**config.mk**
```make
export PLATFORM = sky130hd
export DESIGN_NAME = simpson_integral_of_square_top
export DESIGN_NICKNAME = d
export VERILOG_FILES = /design/src/hw/rtl/smpsq_pkg.sv /design/src/hw/rtl/smpsq_sequencer.sv /design/src/hw/rtl/smpsq_datapath.sv /design/src/hw/rtl/simpson_integral_of_square_top.sv
export SDC_FILE = /design/constraint.sdc
export NUM_CORES = 2
export LEC_CHECK = 0
export BUFFER_PORTS_ARGS = -buffer_cell sky130_fd_sc_hd__buf_2
export CORE_UTILIZATION = 45
export DETAILED_ROUTE_END_ITERATION = 12
export GPL_TIMING_DRIVEN = 0
export PLACE_DENSITY_LB_ADDON = 0.3
export SLEW_MARGIN = 20
export SYNTH_ARGS = -nofsm -noshare
export SYNTH_HDL_FRONTEND = slang
export SYNTH_SLANG_ARGS = --single-unit
```
**constraint.sdc**
```tcl
create_clock -name clock -period 28.1 [get_ports clock]
set_clock_uncertainty 0.15 [all_clocks]
set_input_delay 4.215 -clock clock [delete_from_list [all_inputs] [get_ports clock]]
set_output_delay 4.215 -clock clock [all_outputs]
set_load 0.02 [all_outputs]
```
**src/hw/rtl/smpsq_pkg.sv**
```systemverilog
`timescale 1ns / 1ps

package smpsq_pkg;

   // Largest interval count; larger requests are clamped to it.
   localparam int MAX_INTERVALS = 4096;

   // Field and datapath widths
   localparam int N_W    = 13;                  // interval count
   localparam int H_W    = 48;                  // step width, unsigned Q32.16
   localparam int X_W    = 50;                  // sample abscissa, signed Q34.16 headroom
   localparam int ACC_W  = 78;                  // weighted sum of squares, unsigned Q78.0
   localparam int PROD_W = ACC_W + H_W;         // sum times step width
   localparam int DQ_W   = 96;                  // shared dividend / quotient, whole 16-bit digits
   localparam int DIV3_DIGITS = DQ_W / 16;      // digits in the divide by three
   localparam int REM_W  = N_W + 1;             // divider partial remainder
   localparam int CNT_W  = 13;                  // step counter, holds loop trip counts
   localparam int OP_W   = 4;

   // Datapath operations issued by the microcode
   localparam logic [OP_W-1:0] OP_NOP       = 4'd0;
   localparam logic [OP_W-1:0] OP_LATCH     = 4'd1;
   localparam logic [OP_W-1:0] OP_DIVH_INIT = 4'd2;
   localparam logic [OP_W-1:0] OP_DIV_STEP  = 4'd3;
   localparam logic [OP_W-1:0] OP_SMP_INIT  = 4'd4;
   localparam logic [OP_W-1:0] OP_SMP_ISSUE = 4'd5;
   localparam logic [OP_W-1:0] OP_MUL_INIT  = 4'd6;
   localparam logic [OP_W-1:0] OP_MUL_STEP  = 4'd7;
   localparam logic [OP_W-1:0] OP_DIV3_INIT = 4'd8;
   localparam logic [OP_W-1:0] OP_EMIT      = 4'd9;
   localparam logic [OP_W-1:0] OP_REJECT    = 4'd10;
   localparam logic [OP_W-1:0] OP_DIV3_STEP = 4'd11;

   // Result status codes
   localparam logic [1:0] ST_OK    = 2'd0;
   localparam logic [1:0] ST_ORDER = 2'd1;
   localparam logic [1:0] ST_SAT   = 2'd2;

   localparam logic signed [63:0] INTEGRAL_MAX = 64'sh7FFF_FFFF_FFFF_FFFF;

   typedef struct packed {
      logic signed [31:0] lower_bound;
      logic signed [31:0] upper_bound;
      logic [N_W-1:0]     interval_count;
   } req_type;

   typedef struct packed {
      logic signed [63:0] integral;
      logic [1:0]         status;
   } rsp_type;

   // Sequencer to datapath
   typedef struct packed {
      logic            idle;
      logic [OP_W-1:0] op;
   } dp_ctrl_type;

   // Datapath to sequencer
   typedef struct packed {
      logic           bad;
      logic [N_W-1:0] n;
   } seq_stat_type;

endpackage

```
**src/hw/rtl/smpsq_sequencer.sv**
```systemverilog
`timescale 1ns / 1ps

module smpsq_sequencer import smpsq_pkg::*; (
   input  logic         clock,
   input  logic         reset,
   input  logic         start,
   input  seq_stat_type stat,
   output dp_ctrl_type  ctrl
);

   localparam int PC_W = 4;

   // Program addresses
   localparam logic [PC_W-1:0] STEP_IDLE    = 4'd0;
   localparam logic [PC_W-1:0] STEP_CHECK   = 4'd1;
   localparam logic [PC_W-1:0] STEP_DIVH    = 4'd2;
   localparam logic [PC_W-1:0] STEP_SETUP   = 4'd3;
   localparam logic [PC_W-1:0] STEP_SAMPLE  = 4'd4;
   localparam logic [PC_W-1:0] STEP_DRAIN0  = 4'd5;
   localparam logic [PC_W-1:0] STEP_DRAIN   = 4'd6;
   localparam logic [PC_W-1:0] STEP_MULINIT = 4'd7;
   localparam logic [PC_W-1:0] STEP_MUL     = 4'd8;
   localparam logic [PC_W-1:0] STEP_D3INIT  = 4'd9;
   localparam logic [PC_W-1:0] STEP_D3      = 4'd10;
   localparam logic [PC_W-1:0] STEP_EMIT    = 4'd11;
   localparam logic [PC_W-1:0] STEP_REJ     = 4'd12;

   // Jump conditions
   localparam logic [2:0] COND_NEXT   = 3'd0;
   localparam logic [2:0] COND_ALWAYS = 3'd1;
   localparam logic [2:0] COND_NOSTRT = 3'd2;
   localparam logic [2:0] COND_BAD    = 3'd3;
   localparam logic [2:0] COND_CNT    = 3'd4;

   // Counter load sources
   localparam logic [2:0] CNT_NONE    = 3'd0;
   localparam logic [2:0] CNT_DIVH    = 3'd1;
   localparam logic [2:0] CNT_SAMPLES = 3'd2;
   localparam logic [2:0] CNT_DRAIN   = 3'd3;
   localparam logic [2:0] CNT_MUL     = 3'd4;
   localparam logic [2:0] CNT_DIV3    = 3'd5;

   typedef struct packed {
      logic [2:0]      cond;
      logic [PC_W-1:0] target;
      logic [2:0]      cnt_src;
      logic [OP_W-1:0] op;
   } uword_type;

   logic [PC_W-1:0]  pc_ff, pc_in;
   logic [CNT_W-1:0] cnt_ff, cnt_in;
   uword_type        uw;
   logic             take;

   // Control store
   always_comb begin
      case (pc_ff)
         STEP_IDLE:    uw = '{COND_NOSTRT, STEP_IDLE,    CNT_NONE,    OP_LATCH};
         STEP_CHECK:   uw = '{COND_BAD,    STEP_REJ,     CNT_DIVH,    OP_DIVH_INIT};
         STEP_DIVH:    uw = '{COND_CNT,    STEP_DIVH,    CNT_NONE,    OP_DIV_STEP};
         STEP_SETUP:   uw = '{COND_NEXT,   STEP_IDLE,    CNT_SAMPLES, OP_SMP_INIT};
         STEP_SAMPLE:  uw = '{COND_CNT,    STEP_SAMPLE,  CNT_NONE,    OP_SMP_ISSUE};
         STEP_DRAIN0:  uw = '{COND_NEXT,   STEP_IDLE,    CNT_DRAIN,   OP_NOP};
         STEP_DRAIN:   uw = '{COND_CNT,    STEP_DRAIN,   CNT_NONE,    OP_NOP};
         STEP_MULINIT: uw = '{COND_NEXT,   STEP_IDLE,    CNT_MUL,     OP_MUL_INIT};
         STEP_MUL:     uw = '{COND_CNT,    STEP_MUL,     CNT_NONE,    OP_MUL_STEP};
         STEP_D3INIT:  uw = '{COND_NEXT,   STEP_IDLE,    CNT_DIV3,    OP_DIV3_INIT};
         STEP_D3:      uw = '{COND_CNT,    STEP_D3,      CNT_NONE,    OP_DIV3_STEP};
         STEP_EMIT:    uw = '{COND_ALWAYS, STEP_IDLE,    CNT_NONE,    OP_EMIT};
         STEP_REJ:     uw = '{COND_ALWAYS, STEP_IDLE,    CNT_NONE,    OP_REJECT};
         default:      uw = '{COND_ALWAYS, STEP_IDLE,    CNT_NONE,    OP_NOP};
      endcase
   end

   always_comb begin
      case (uw.cond)
         COND_NEXT:   take = 1'b0;
         COND_ALWAYS: take = 1'b1;
         COND_NOSTRT: take = !start;
         COND_BAD:    take = stat.bad;
         COND_CNT:    take = (cnt_ff != '0);
         default:     take = 1'b0;
      endcase
   end

   always_comb begin
      pc_in = take ? uw.target : pc_ff + 1'b1;
   end

   // Load a trip count, or count down while looping
   always_comb begin
      cnt_in = cnt_ff;
      case (uw.cnt_src)
         CNT_DIVH:    cnt_in = CNT_W'(H_W - 1);
         CNT_SAMPLES: cnt_in = CNT_W'(stat.n);
         CNT_DRAIN:   cnt_in = CNT_W'(1);
         CNT_MUL:     cnt_in = CNT_W'(H_W - 1);
         CNT_DIV3:    cnt_in = CNT_W'(DIV3_DIGITS - 1);
         default: begin
            if (uw.cond == COND_CNT && cnt_ff != '0) begin
               cnt_in = cnt_ff - 1'b1;
            end
         end
      endcase
   end

   always_ff @(posedge clock) begin
      if (reset) begin
         pc_ff  <= STEP_IDLE;
         cnt_ff <= '0;
      end else begin
         pc_ff  <= pc_in;
         cnt_ff <= cnt_in;
      end
   end

   assign ctrl.idle = (pc_ff == STEP_IDLE);
   assign ctrl.op   = uw.op;

endmodule

```
**src/hw/rtl/smpsq_datapath.sv**
```systemverilog
`timescale 1ns / 1ps

module smpsq_datapath import smpsq_pkg::*; (
   input  logic         clock,
   input  logic         reset,
   input  logic         start,
   input  dp_ctrl_type  ctrl,
   input  req_type      req_data,
   output seq_stat_type stat,
   output logic         rsp_valid,
   output rsp_type      rsp_data
);

   // Weight codes double as left-shift amounts
   localparam logic [1:0] W_ONE  = 2'd0;
   localparam logic [1:0] W_TWO  = 2'd1;
   localparam logic [1:0] W_FOUR = 2'd2;

   localparam logic [N_W-1:0] N_MAX = N_W'(MAX_INTERVALS);
   localparam int             SX_W  = X_W - 16;

   // ceil(2^19 / 3): exact floor divide by three for dividends below 2^18
   localparam logic [17:0]    RECIP3 = 18'h2AAAB;

   logic signed [31:0]       a_ff, a_in, b_ff, b_in;
   logic [N_W-1:0]           n_ff, n_in;
   logic [DQ_W-1:0]          dq_ff, dq_in;
   logic [REM_W-1:0]         rem_ff, rem_in;
   logic [N_W-1:0]           dvsr_ff, dvsr_in;
   logic [H_W-1:0]           h_ff, h_in, offs_ff, offs_in;
   logic [N_W-1:0]           idx_ff, idx_in;
   logic signed [X_W-1:0]    x_ff, x_in;
   logic [31:0]              mag_ff, mag_in;
   logic [63:0]              sq_ff, sq_in;
   logic [1:0]               w1_ff, w1_in, w2_ff, w3_ff;
   logic                     v1_ff, v1_in, v2_ff, v3_ff;
   logic [ACC_W-1:0]         acc_ff, acc_in;
   logic [PROD_W-1:0]        prod_ff, prod_in;
   logic                     rsp_valid_ff, rsp_valid_in;
   rsp_type                  rsp_ff, rsp_in;

   logic [32:0]              diff_w;
   logic [REM_W-1:0]         trial_w, trial_sub_w;
   logic                     ge_w;
   logic [SX_W-1:0]          sx_w, sx_neg_w;
   logic [ACC_W-1:0]         addend_w;
   logic [ACC_W:0]           psum_w;
   logic                     sat_w;
   logic [N_W-1:0]           n_clamp_w;
   logic [17:0]              d3_cur_w;
   logic [35:0]              d3_prod_w;
   logic [15:0]              d3_q_w;
   logic [17:0]              d3_r_w;

   assign diff_w      = {b_ff[31], b_ff} - {a_ff[31], a_ff};
   assign trial_w     = {rem_ff[REM_W-2:0], dq_ff[DQ_W-1]};
   assign ge_w        = (trial_w >= {1'b0, dvsr_ff});
   assign trial_sub_w = trial_w - {1'b0, dvsr_ff};
   assign sx_w        = x_ff[X_W-1:16];
   assign sx_neg_w    = ~sx_w + 1'b1;
   assign addend_w    = prod_ff[0] ? acc_ff : '0;
   assign psum_w      = {1'b0, prod_ff[PROD_W-1:H_W]} + {1'b0, addend_w};
   assign sat_w       = |dq_ff[DQ_W-1:63];

   // Divide by three one 16-bit digit at a time, carrying the remainder
   assign d3_cur_w  = {rem_ff[1:0], dq_ff[DQ_W-1:DQ_W-16]};
   assign d3_prod_w = d3_cur_w * RECIP3;
   assign d3_q_w    = d3_prod_w[34:19];
   assign d3_r_w    = d3_cur_w - {1'b0, d3_q_w, 1'b0} - {2'b0, d3_q_w};

   always_comb begin
      if (req_data.interval_count == '0) begin
         n_clamp_w = N_W'(1);
      end else if (req_data.interval_count > N_MAX) begin
         n_clamp_w = N_MAX;
      end else begin
         n_clamp_w = req_data.interval_count;
      end
   end

   // Operand latch, step-width divider, sample issue, multiplier and divide by three
   always_comb begin
      a_in    = a_ff;
      b_in    = b_ff;
      n_in    = n_ff;
      dq_in   = dq_ff;
      rem_in  = rem_ff;
      dvsr_in = dvsr_ff;
      h_in    = h_ff;
      offs_in = offs_ff;
      idx_in  = idx_ff;
      prod_in = prod_ff;
      x_in    = x_ff;
      w1_in   = w1_ff;
      v1_in   = 1'b0;
      case (ctrl.op)
         OP_LATCH: begin
            if (start) begin
               a_in = req_data.lower_bound;
               b_in = req_data.upper_bound;
               n_in = n_clamp_w;
            end
         end
         OP_DIVH_INIT: begin
            dq_in   = {diff_w[31:0], 16'b0, (DQ_W - H_W)'(0)};
            rem_in  = '0;
            dvsr_in = n_ff;
         end
         OP_DIV_STEP: begin
            rem_in = ge_w ? trial_sub_w : trial_w;
            dq_in  = {dq_ff[DQ_W-2:0], ge_w};
         end
         OP_SMP_INIT: begin
            h_in    = dq_ff[H_W-1:0];
            offs_in = '0;
            idx_in  = '0;
         end
         OP_SMP_ISSUE: begin
            // offset wraps only after the last sample, where it is unused
            x_in    = {{(X_W - 48){a_ff[31]}}, a_ff, 16'b0}
                      + {{(X_W - H_W){1'b0}}, offs_ff};
            v1_in   = 1'b1;
            offs_in = offs_ff + h_ff;
            idx_in  = idx_ff + 1'b1;
            if (idx_ff == '0 || idx_ff == n_ff) begin
               w1_in = W_ONE;
            end else if (idx_ff[0]) begin
               w1_in = W_FOUR;
            end else begin
               w1_in = W_TWO;
            end
         end
         OP_MUL_INIT: begin
            prod_in = {ACC_W'(0), h_ff};
         end
         OP_MUL_STEP: begin
            prod_in = {psum_w, prod_ff[H_W-1:1]};
         end
         OP_DIV3_INIT: begin
            dq_in  = DQ_W'(prod_ff[PROD_W-1:32]);
            rem_in = '0;
         end
         OP_DIV3_STEP: begin
            rem_in = REM_W'(d3_r_w[1:0]);
            dq_in  = {dq_ff[DQ_W-17:0], d3_q_w};
         end
         default: begin
         end
      endcase
   end

   // Floor to a signed Q34.0 integer, then take the magnitude
   assign mag_in = sx_w[SX_W-1] ? sx_neg_w[31:0] : sx_w[31:0];
   assign sq_in  = mag_ff * mag_ff;

   always_comb begin
      acc_in = acc_ff;
      if (ctrl.op == OP_SMP_INIT) begin
         acc_in = '0;
      end else if (v3_ff) begin
         acc_in = acc_ff + (ACC_W'(sq_ff) << w3_ff);
      end
   end

   always_comb begin
      rsp_valid_in = 1'b0;
      rsp_in       = rsp_ff;
      case (ctrl.op)
         OP_EMIT: begin
            rsp_valid_in = 1'b1;
            if (sat_w) begin
               rsp_in.integral = INTEGRAL_MAX;
               rsp_in.status   = ST_SAT;
            end else begin
               rsp_in.integral = {1'b0, dq_ff[62:0]};
               rsp_in.status   = ST_OK;
            end
         end
         OP_REJECT: begin
            rsp_valid_in    = 1'b1;
            rsp_in.integral = '0;
            rsp_in.status   = ST_ORDER;
         end
         default: begin
         end
      endcase
   end

   always_ff @(posedge clock) begin
      if (reset) begin
         v1_ff        <= 1'b0;
         v2_ff        <= 1'b0;
         v3_ff        <= 1'b0;
         rsp_valid_ff <= 1'b0;
      end else begin
         v1_ff        <= v1_in;
         v2_ff        <= v1_ff;
         v3_ff        <= v2_ff;
         rsp_valid_ff <= rsp_valid_in;
      end
   end

   always_ff @(posedge clock) begin
      a_ff    <= a_in;
      b_ff    <= b_in;
      n_ff    <= n_in;
      dq_ff   <= dq_in;
      rem_ff  <= rem_in;
      dvsr_ff <= dvsr_in;
      h_ff    <= h_in;
      offs_ff <= offs_in;
      idx_ff  <= idx_in;
      x_ff    <= x_in;
      w1_ff   <= w1_in;
      mag_ff  <= mag_in;
      w2_ff   <= w1_ff;
      sq_ff   <= sq_in;
      w3_ff   <= w2_ff;
      acc_ff  <= acc_in;
      prod_ff <= prod_in;
      rsp_ff  <= rsp_in;
   end

   assign stat.bad  = !(a_ff < b_ff);
   assign stat.n    = n_ff;
   assign rsp_valid = rsp_valid_ff;
   assign rsp_data  = rsp_ff;

endmodule

```
**src/hw/rtl/simpson_integral_of_square_top.sv**
```systemverilog
`timescale 1ns / 1ps
// A valid request (lower < upper) yields its result strobe after the bit-serial h divide,
// the one-sample-per-cycle Simpson loop, the bit-serial multiply and a six-digit divide by 3;
// a rejected request yields it after the order check. A new request is accepted only while
// the sequencer is idle, so the block works on one request at a time.
// Reset: synchronous, active high; returns the sequencer to idle and drops the strobe.
// The receiver cannot stall: each result is shown for exactly one cycle.

module simpson_integral_of_square_top import smpsq_pkg::*; (
   input  logic    clock,
   input  logic    reset,
   input  logic    start,
   output logic    busy,
   input  req_type req_data,
   output logic    rsp_valid,
   output rsp_type rsp_data
);

   // Control path: microcode sequencer steps the program
   //   idle -> check order (else reject) -> divide (b-a)<<16 by n -> n+1 sample issues ->
   //   drain sample pipeline -> shift-add multiply by h -> divide by three -> emit.
   // Data path: a restoring divider for h, a four-stage sample/square/accumulate
   // pipeline, a bit-serial multiplier and a 16-bit-digit reciprocal divide by three.
   dp_ctrl_type  ctrl;
   seq_stat_type stat;

   smpsq_sequencer u_seq (
      .clock (clock),
      .reset (reset),
      .start (start),
      .stat  (stat),
      .ctrl  (ctrl)
   );

   smpsq_datapath u_dp (
      .clock     (clock),
      .reset     (reset),
      .start     (start),
      .ctrl      (ctrl),
      .req_data  (req_data),
      .stat      (stat),
      .rsp_valid (rsp_valid),
      .rsp_data  (rsp_data)
   );

   // Hold busy through the whole program; drop it when the sequencer returns idle
   assign busy = !ctrl.idle;

`ifndef SYNTHESIS
   // A result appears just as the block returns idle
   a_rsp_idle: assert property (@(posedge clock) disable iff (reset)
      rsp_valid |-> !busy)
      else $error("result strobe while busy");

   // An accepted request occupies the block on the next cycle
   a_accept_busy: assert property (@(posedge clock) disable iff (reset)
      (start && !busy) |=> busy)
      else $error("accepted request did not raise busy");

   // Strobes never come back to back
   a_strobe_gap: assert property (@(posedge clock) disable iff (reset)
      rsp_valid |=> !rsp_valid)
      else $error("result strobe held longer than one cycle");

   // Rejected order returns zero
   a_reject_zero: assert property (@(posedge clock) disable iff (reset)
      (rsp_valid && rsp_data.status == ST_ORDER) |-> (rsp_data.integral == '0))
      else $error("rejected request with nonzero integral");

   // Saturated result carries the largest value
   a_sat_max: assert property (@(posedge clock) disable iff (reset)
      (rsp_valid && rsp_data.status == ST_SAT) |-> (rsp_data.integral == INTEGRAL_MAX))
      else $error("saturated result not at maximum");
`endif

endmodule
```
Word-level counts from Yosys, hierarchy flattened:

Memories as Yosys holds them, arrays and structs flattened. A register that Yosys moved wholly into a read port is not among the register bits.
Cells that the tools add are included.
W data, S select, Z words.

* equality and inequality tests: 21
* reduce and logical (&&, ||, !) cells: 21
* multiplexer cells: 19
* $add $sub $neg: 12
* multiply operators: 2
* order comparisons: 3
* shift-type cells: 1
* bitwise operators: 1

Operators by type and width (count)
* $pmux W96 S4: 1
* $pmux W126 S2: 1
* $pmux W66 S2: 1
* $pmux W48 S2: 1
* $add A78 B78 Y79: 1
* $add A78 B78 Y78: 1
* $mux W78: 1
* $shl A64 B2 Y78: 1
* $mux W65: 1
* $mul A32 B32 Y64: 1
* $pmux W13 S4: 1
* $add A48 B49 Y50: 1
* $add A48 B48 Y48: 1
* $mux W13: 3
* $pmux W13 S3: 1
* $mul A18 B18 Y35 const B: 1
* $reduce_or A33 Y1: 1
* $add A32 B1 Y32 const B: 1
* $lt A32 B32 Y1: 1
* $mux W32: 1
* $not A32 Y32: 1
* $sub A32 B32 Y32: 1
* $logic_not A13 Y1: 2
* $pmux W13 S2: 1
* 30 further kinds: 53

* word-level logic and storage cells: 107
* memories kept: 1
* bits in read-only memories: 208
* bits in registers: 751
* bits of input ports: 80

Memory list
* (name not given): words 16, bits a word 13, rd ports 1, clocked after memory_dff 1, write ports 0, line smpsq_sequencer.sv:57 `case (pc_ff)`

Depth between registers and ports, before layout:

* depth in word-level cells: 5
* mapped depth: 31
* depth with buffers taken out: 29

Cells and area by module:

From an unflattened synthesis, not the netlist that was laid out.

* cells, all modules: 8224
* area, all modules: 79010.8 µm²

By module, submodules not included
* smpsq_datapath: cells an instance 8008, times used 1, sequential area each 19658.9 µm², area each 77197.8 µm²
* smpsq_sequencer: cells an instance 215, times used 1, sequential area each 600.6 µm², area each 1809.2 µm²
* simpson_integral_of_square_top: cells an instance 1, times used 1, sequential area each 0.0 µm², area each 3.8 µm²

Least setup slack after synthesis:

OpenSTA, ideal clock, no wires.

* path kind: in2reg
* start: input start
* end: register u_dp.a_ff[0], enable pin
* stages: 2
* path slack: 15.702 ns
* library setup time: 0.701 ns
* arrival time: 11.546 ns
* path buffers: 0
* cell sequence: nand2_1 > nor4_1

* longest elaborated chain between the ends: 1

Ends and longest elaborated chain
* start: declaration: line simpson_integral_of_square_top.sv:12 `input logic start,`
* $reduce_and A2 Y1 (no line)
* end signal: assignment: line smpsq_datapath.sv:204 `a_ff <= a_in;`
* end: declaration: line smpsq_datapath.sv:25 `logic signed [31:0] a_ff, a_in, b_ff, b_in;`

No other way between the ends.
A chain may end at the register's enable or synchronous reset.

Worst setup path in the final report:

* start: register u_dp.mag_ff[24]
* end: register u_dp.sq_ff[62]

* longest elaborated chain between the ends: 1

Ends and longest elaborated chain
* start: declaration: line smpsq_datapath.sv:33 `logic [31:0] mag_ff, mag_in;`
* start signal: assignment: line smpsq_datapath.sv:215 `mag_ff <= mag_in;`
* $mul A32 B32 Y64: line smpsq_datapath.sv:154 `assign sq_in = mag_ff * mag_ff;`
* net u_dp.sq_in[62]: line smpsq_datapath.sv:34 `logic [63:0] sq_ff, sq_in;`
* end signal: assignment: line smpsq_datapath.sv:217 `sq_ff <= sq_in;`
* end: declaration: line smpsq_datapath.sv:34

The timed path passes the listed nets, and every way through them passes these cells.

==> impl_results.md <==
* CTS tree: yes
* Post-synthesis register bit count at between 700 and 800
* Net count, final at 10246
* Die H at roughly 420 µm
* Area of the multi-input gates at approximately 53000 µm²
* HPWL Detailed at 217.1 mm
* Data arrival, critical path at 11.20 ns
* Worst hold path depth at 0
* Top cell type's share of synthesized area at a little under a quarter
* Cells on worst reg2reg path at 24
* Starting Density at 45.47%
* Routed len/inst at between 20 and 25 µm
* Synth Warn # at 0
* Total clock buffers created by CTS at ~90
* Placed Area at approximately 83000 µm²
* Final Instance Area at approximately 87000 µm²
* Setup CP Type: reg -> reg
* Share of post-route cells with drive strength above 1 at 5.204%
* I/O pins at roughly 150
* Status: finished, final reports clean
* Max Slew Vio Count at 0
* Hold buffers post-CTS at 0
* Asr flop ratio synth at 0%
* Post-CTS Setup Inserts at 0
* Worst-Skew Late Latency at 0.76 ns
* CP max stage delay at between 0.8 and 0.9 ns
* Hold path startpoint: u_dp.w2_ff[1]
* Mapped Nets at around 10000
* Setup TNS at 0 ns
* Cell Rows at 153
* Root buf cell: clkbuf_16
* Hold worst-path end: u_dp.w3_ff[1]
* Fill cells at 16278
* Worst-path clk slew at 0.06 ns
* Commonest cells post-synth: inv_1 (1319), fa_1 (909), nand2_1 (908)
* EDFF count, synth at approximately 530
* Initial antenna violation count at 12
* Rel. slew slack at between 10% and 20%
* Ys flop type: edfxtp_1
* Post-synthesis sequential area ratio at between 20 and 30%
* Drt pass-1 iters at 7
* Longest Clk Path Bufs at 3
* Total Routed Length at around 260 mm
* Critical path's most frequent cell: fa_1
* Avg Cell Area, Syn at roughly 9.6 µm²
* Routability congestion estimate at a little over 1
* Syn Std Cell Area at 79380 µm²
* Startpoint types: flip-flop
* Tightest Pin Transition at 1.268 ns
* Routed Antenna Nets at 0
* # H-tree levels at 3
* Peak Freq at about 0.093 GHz
* Core ar. at approximately 170000 µm²
* Vias in the first global route at ~63000
* RSZ-0062 raised after global routing: false
* Fin util at 49.58%
* Die area at roughly 180000 µm²
* CTS sink cnt at around 750
* Hold slack at roughly 0.19 ns
* R2R Setup Slk at 17.34 ns
* Final Hold Fails at 0
* First-pass GRT wire length at slightly below 400 mm
* Worst Path Max Fanout at 10
* Req. time, crit path at about 29 ns
* Register area at roughly 20000 µm²
* Critical path, cell by cell: clkbuf_1, clkbuf_1, nand2_1, fa_1, inv_1, fa_1, fa_1, inv_1, fa_1, inv_1, fa_1, fa_1, fa_1, fa_1, ha_1, and3_1, nand4_1, a311oi_1, o21ai_0, o21ai_0, a221oi_1, o21ai_0, nand4_1, o311ai_0
* Largest cells by area after synthesis: fa_1 (23%), edfxtp_1 (20%), ha_1 (12%)
* Vias at just over 60000
* Unique masters post-synth at just under 90
* Count leader, synth: inv_1
* PostCTS Resize Cnt at 0
* Area Overhead vs Synth at 9.056%
* Gr usage total at around 30%
* Largest net degree at the start of global routing at 51
* DR iter-0 viols at between 6000 and 7000
* Path category of the worst min-delay check: reg -> reg
* Final min period at ~11 ns
* Reg-to-reg startpoint: u_dp.mag_ff[24]
* DRC errors left at 0
* Critical path endpoint category: flip-flop
* Worst r2r dst: u_dp.sq_ff[62]
* Final setup fails at 0
* PortBufs at around 150
* Die width at roughly 420 µm
* Post-synthesis cell count at ~8300
* Vias/cell at about 5.7
* Yosys top cell by area: fa_1
* GRT overflow at 0
* Final worst-path cycle share at about two fifths
* Max Cap Violations at 0
* Slowest cell on crit path: clkbuf_1
-- cell type report --
cell class	instances	area share (%)
Tap cell	2325	3.361
Timing Repair Buffer	173	1.295
Clock buffer	111	2.726
Sequential cell	745	23.40
Antenna cell	4	0.01156
Buffer	313	1.376
Clock inverter	50	0.8253
Multi-Input combinational cell	5874	61.27
Inverter	1323	5.737
-- stage by stage --
step	setup WS, ns	instances
detailed placement	17.61	10753
finish	17.34	10918
CTS	17.52	10914
floorplan	15.70	8255
global placement	8.993	10725
global route	17.01	10914
-- sequential cells by signal (all words and copies together) (netlist names), 4 cells and up --
name,cells
u_dp.b_ff,32
u_dp.acc_ff,78
u_dp.x_ff,33
u_seq.pc_ff,4
u_dp.offs_ff,48
u_dp.mag_ff,32
u_dp.rem_ff,13
u_dp.n_ff,13
u_dp.idx_ff,13
u_dp.dvsr_ff,13
u_dp.a_ff,32
u_dp.dq_ff,96
u_seq.cnt_ff,13
u_dp.rsp_data,65
u_seq.uw,13
u_dp.sq_ff,63
u_dp.h_ff,48
u_dp.prod_ff,126
-- kinds of logic (layout without fill, tap and decap cells) --
kind of cell,after synthesis,in the layout,share of synthesized area [%]
and+or+nand+nor,2256,2256,13.43
other,1,5,0.004724
adders and majority gates,1648,1648,34.57
AOI/OAI and AO/OA,1450,1450,11.91
DFF,745,745,25.52
xor gates and xnor gates,393,393,4.336
muxes,126,126,2.478
buffers and inverters,1636,1970,7.743
-- per-layer routing --
| metal | wire, µm | GRT usage (%) | up-vias |
|---|---|---|---|
| met5 | 115 | 0.2419 | - |
| met4 | 15060 | 14.79 | 10 |
| met3 | 23780 | 6.353 | 525 |
| met2 | 117600 | 45.61 | 2545 |
| met1 | 107000 | 38.94 | 31141 |
| li1 | - | - | 28136 |
-- layout by cell type (no fill, tap or decap), types with 242 or more instances in the layout --
cell type / n
inv_1: 1318
fa_1: 909
nand2_1: 908
ha_1: 739
edfxtp_1: 534
nor2_1: 442
a21oi_1: 389
and2_1: 341
clkbuf_1: 303
o21ai_0: 289
xnor2_1: 242
-- worst max-delay path: cells and delay by family (launching register included) --
| kind | cells | cell delay [ns] |
|---|---|---|
| compound gates | 6 | 2.44 |
| buf+inv | 5 | 1.86 |
| fa+ha+maj | 9 | 4.66 |
| flops | 1 | 0.73 |
| simple gates | 4 | 0.76 |
-- worst max path at each step --
stage / start / endpoint / cells past startpoint
5_1_grt: u_dp.mag_ff[24] / u_dp.sq_ff[62] / 24
3_5_place_dp: u_dp.mag_ff[13] / u_dp.sq_ff[62] / 27
6_report: u_dp.mag_ff[24] / u_dp.sq_ff[62] / 24
3_3_place_gp: start / u_dp.a_ff[25] / 3
2_1_floorplan: start / u_dp.a_ff[0] / 2
4_1_cts: u_dp.mag_ff[13] / u_dp.sq_ff[62] / 27
Power is left out: the tool's default activity adds up to more than one toggle a clock period on the data nets, which glitch-free logic cannot reach.
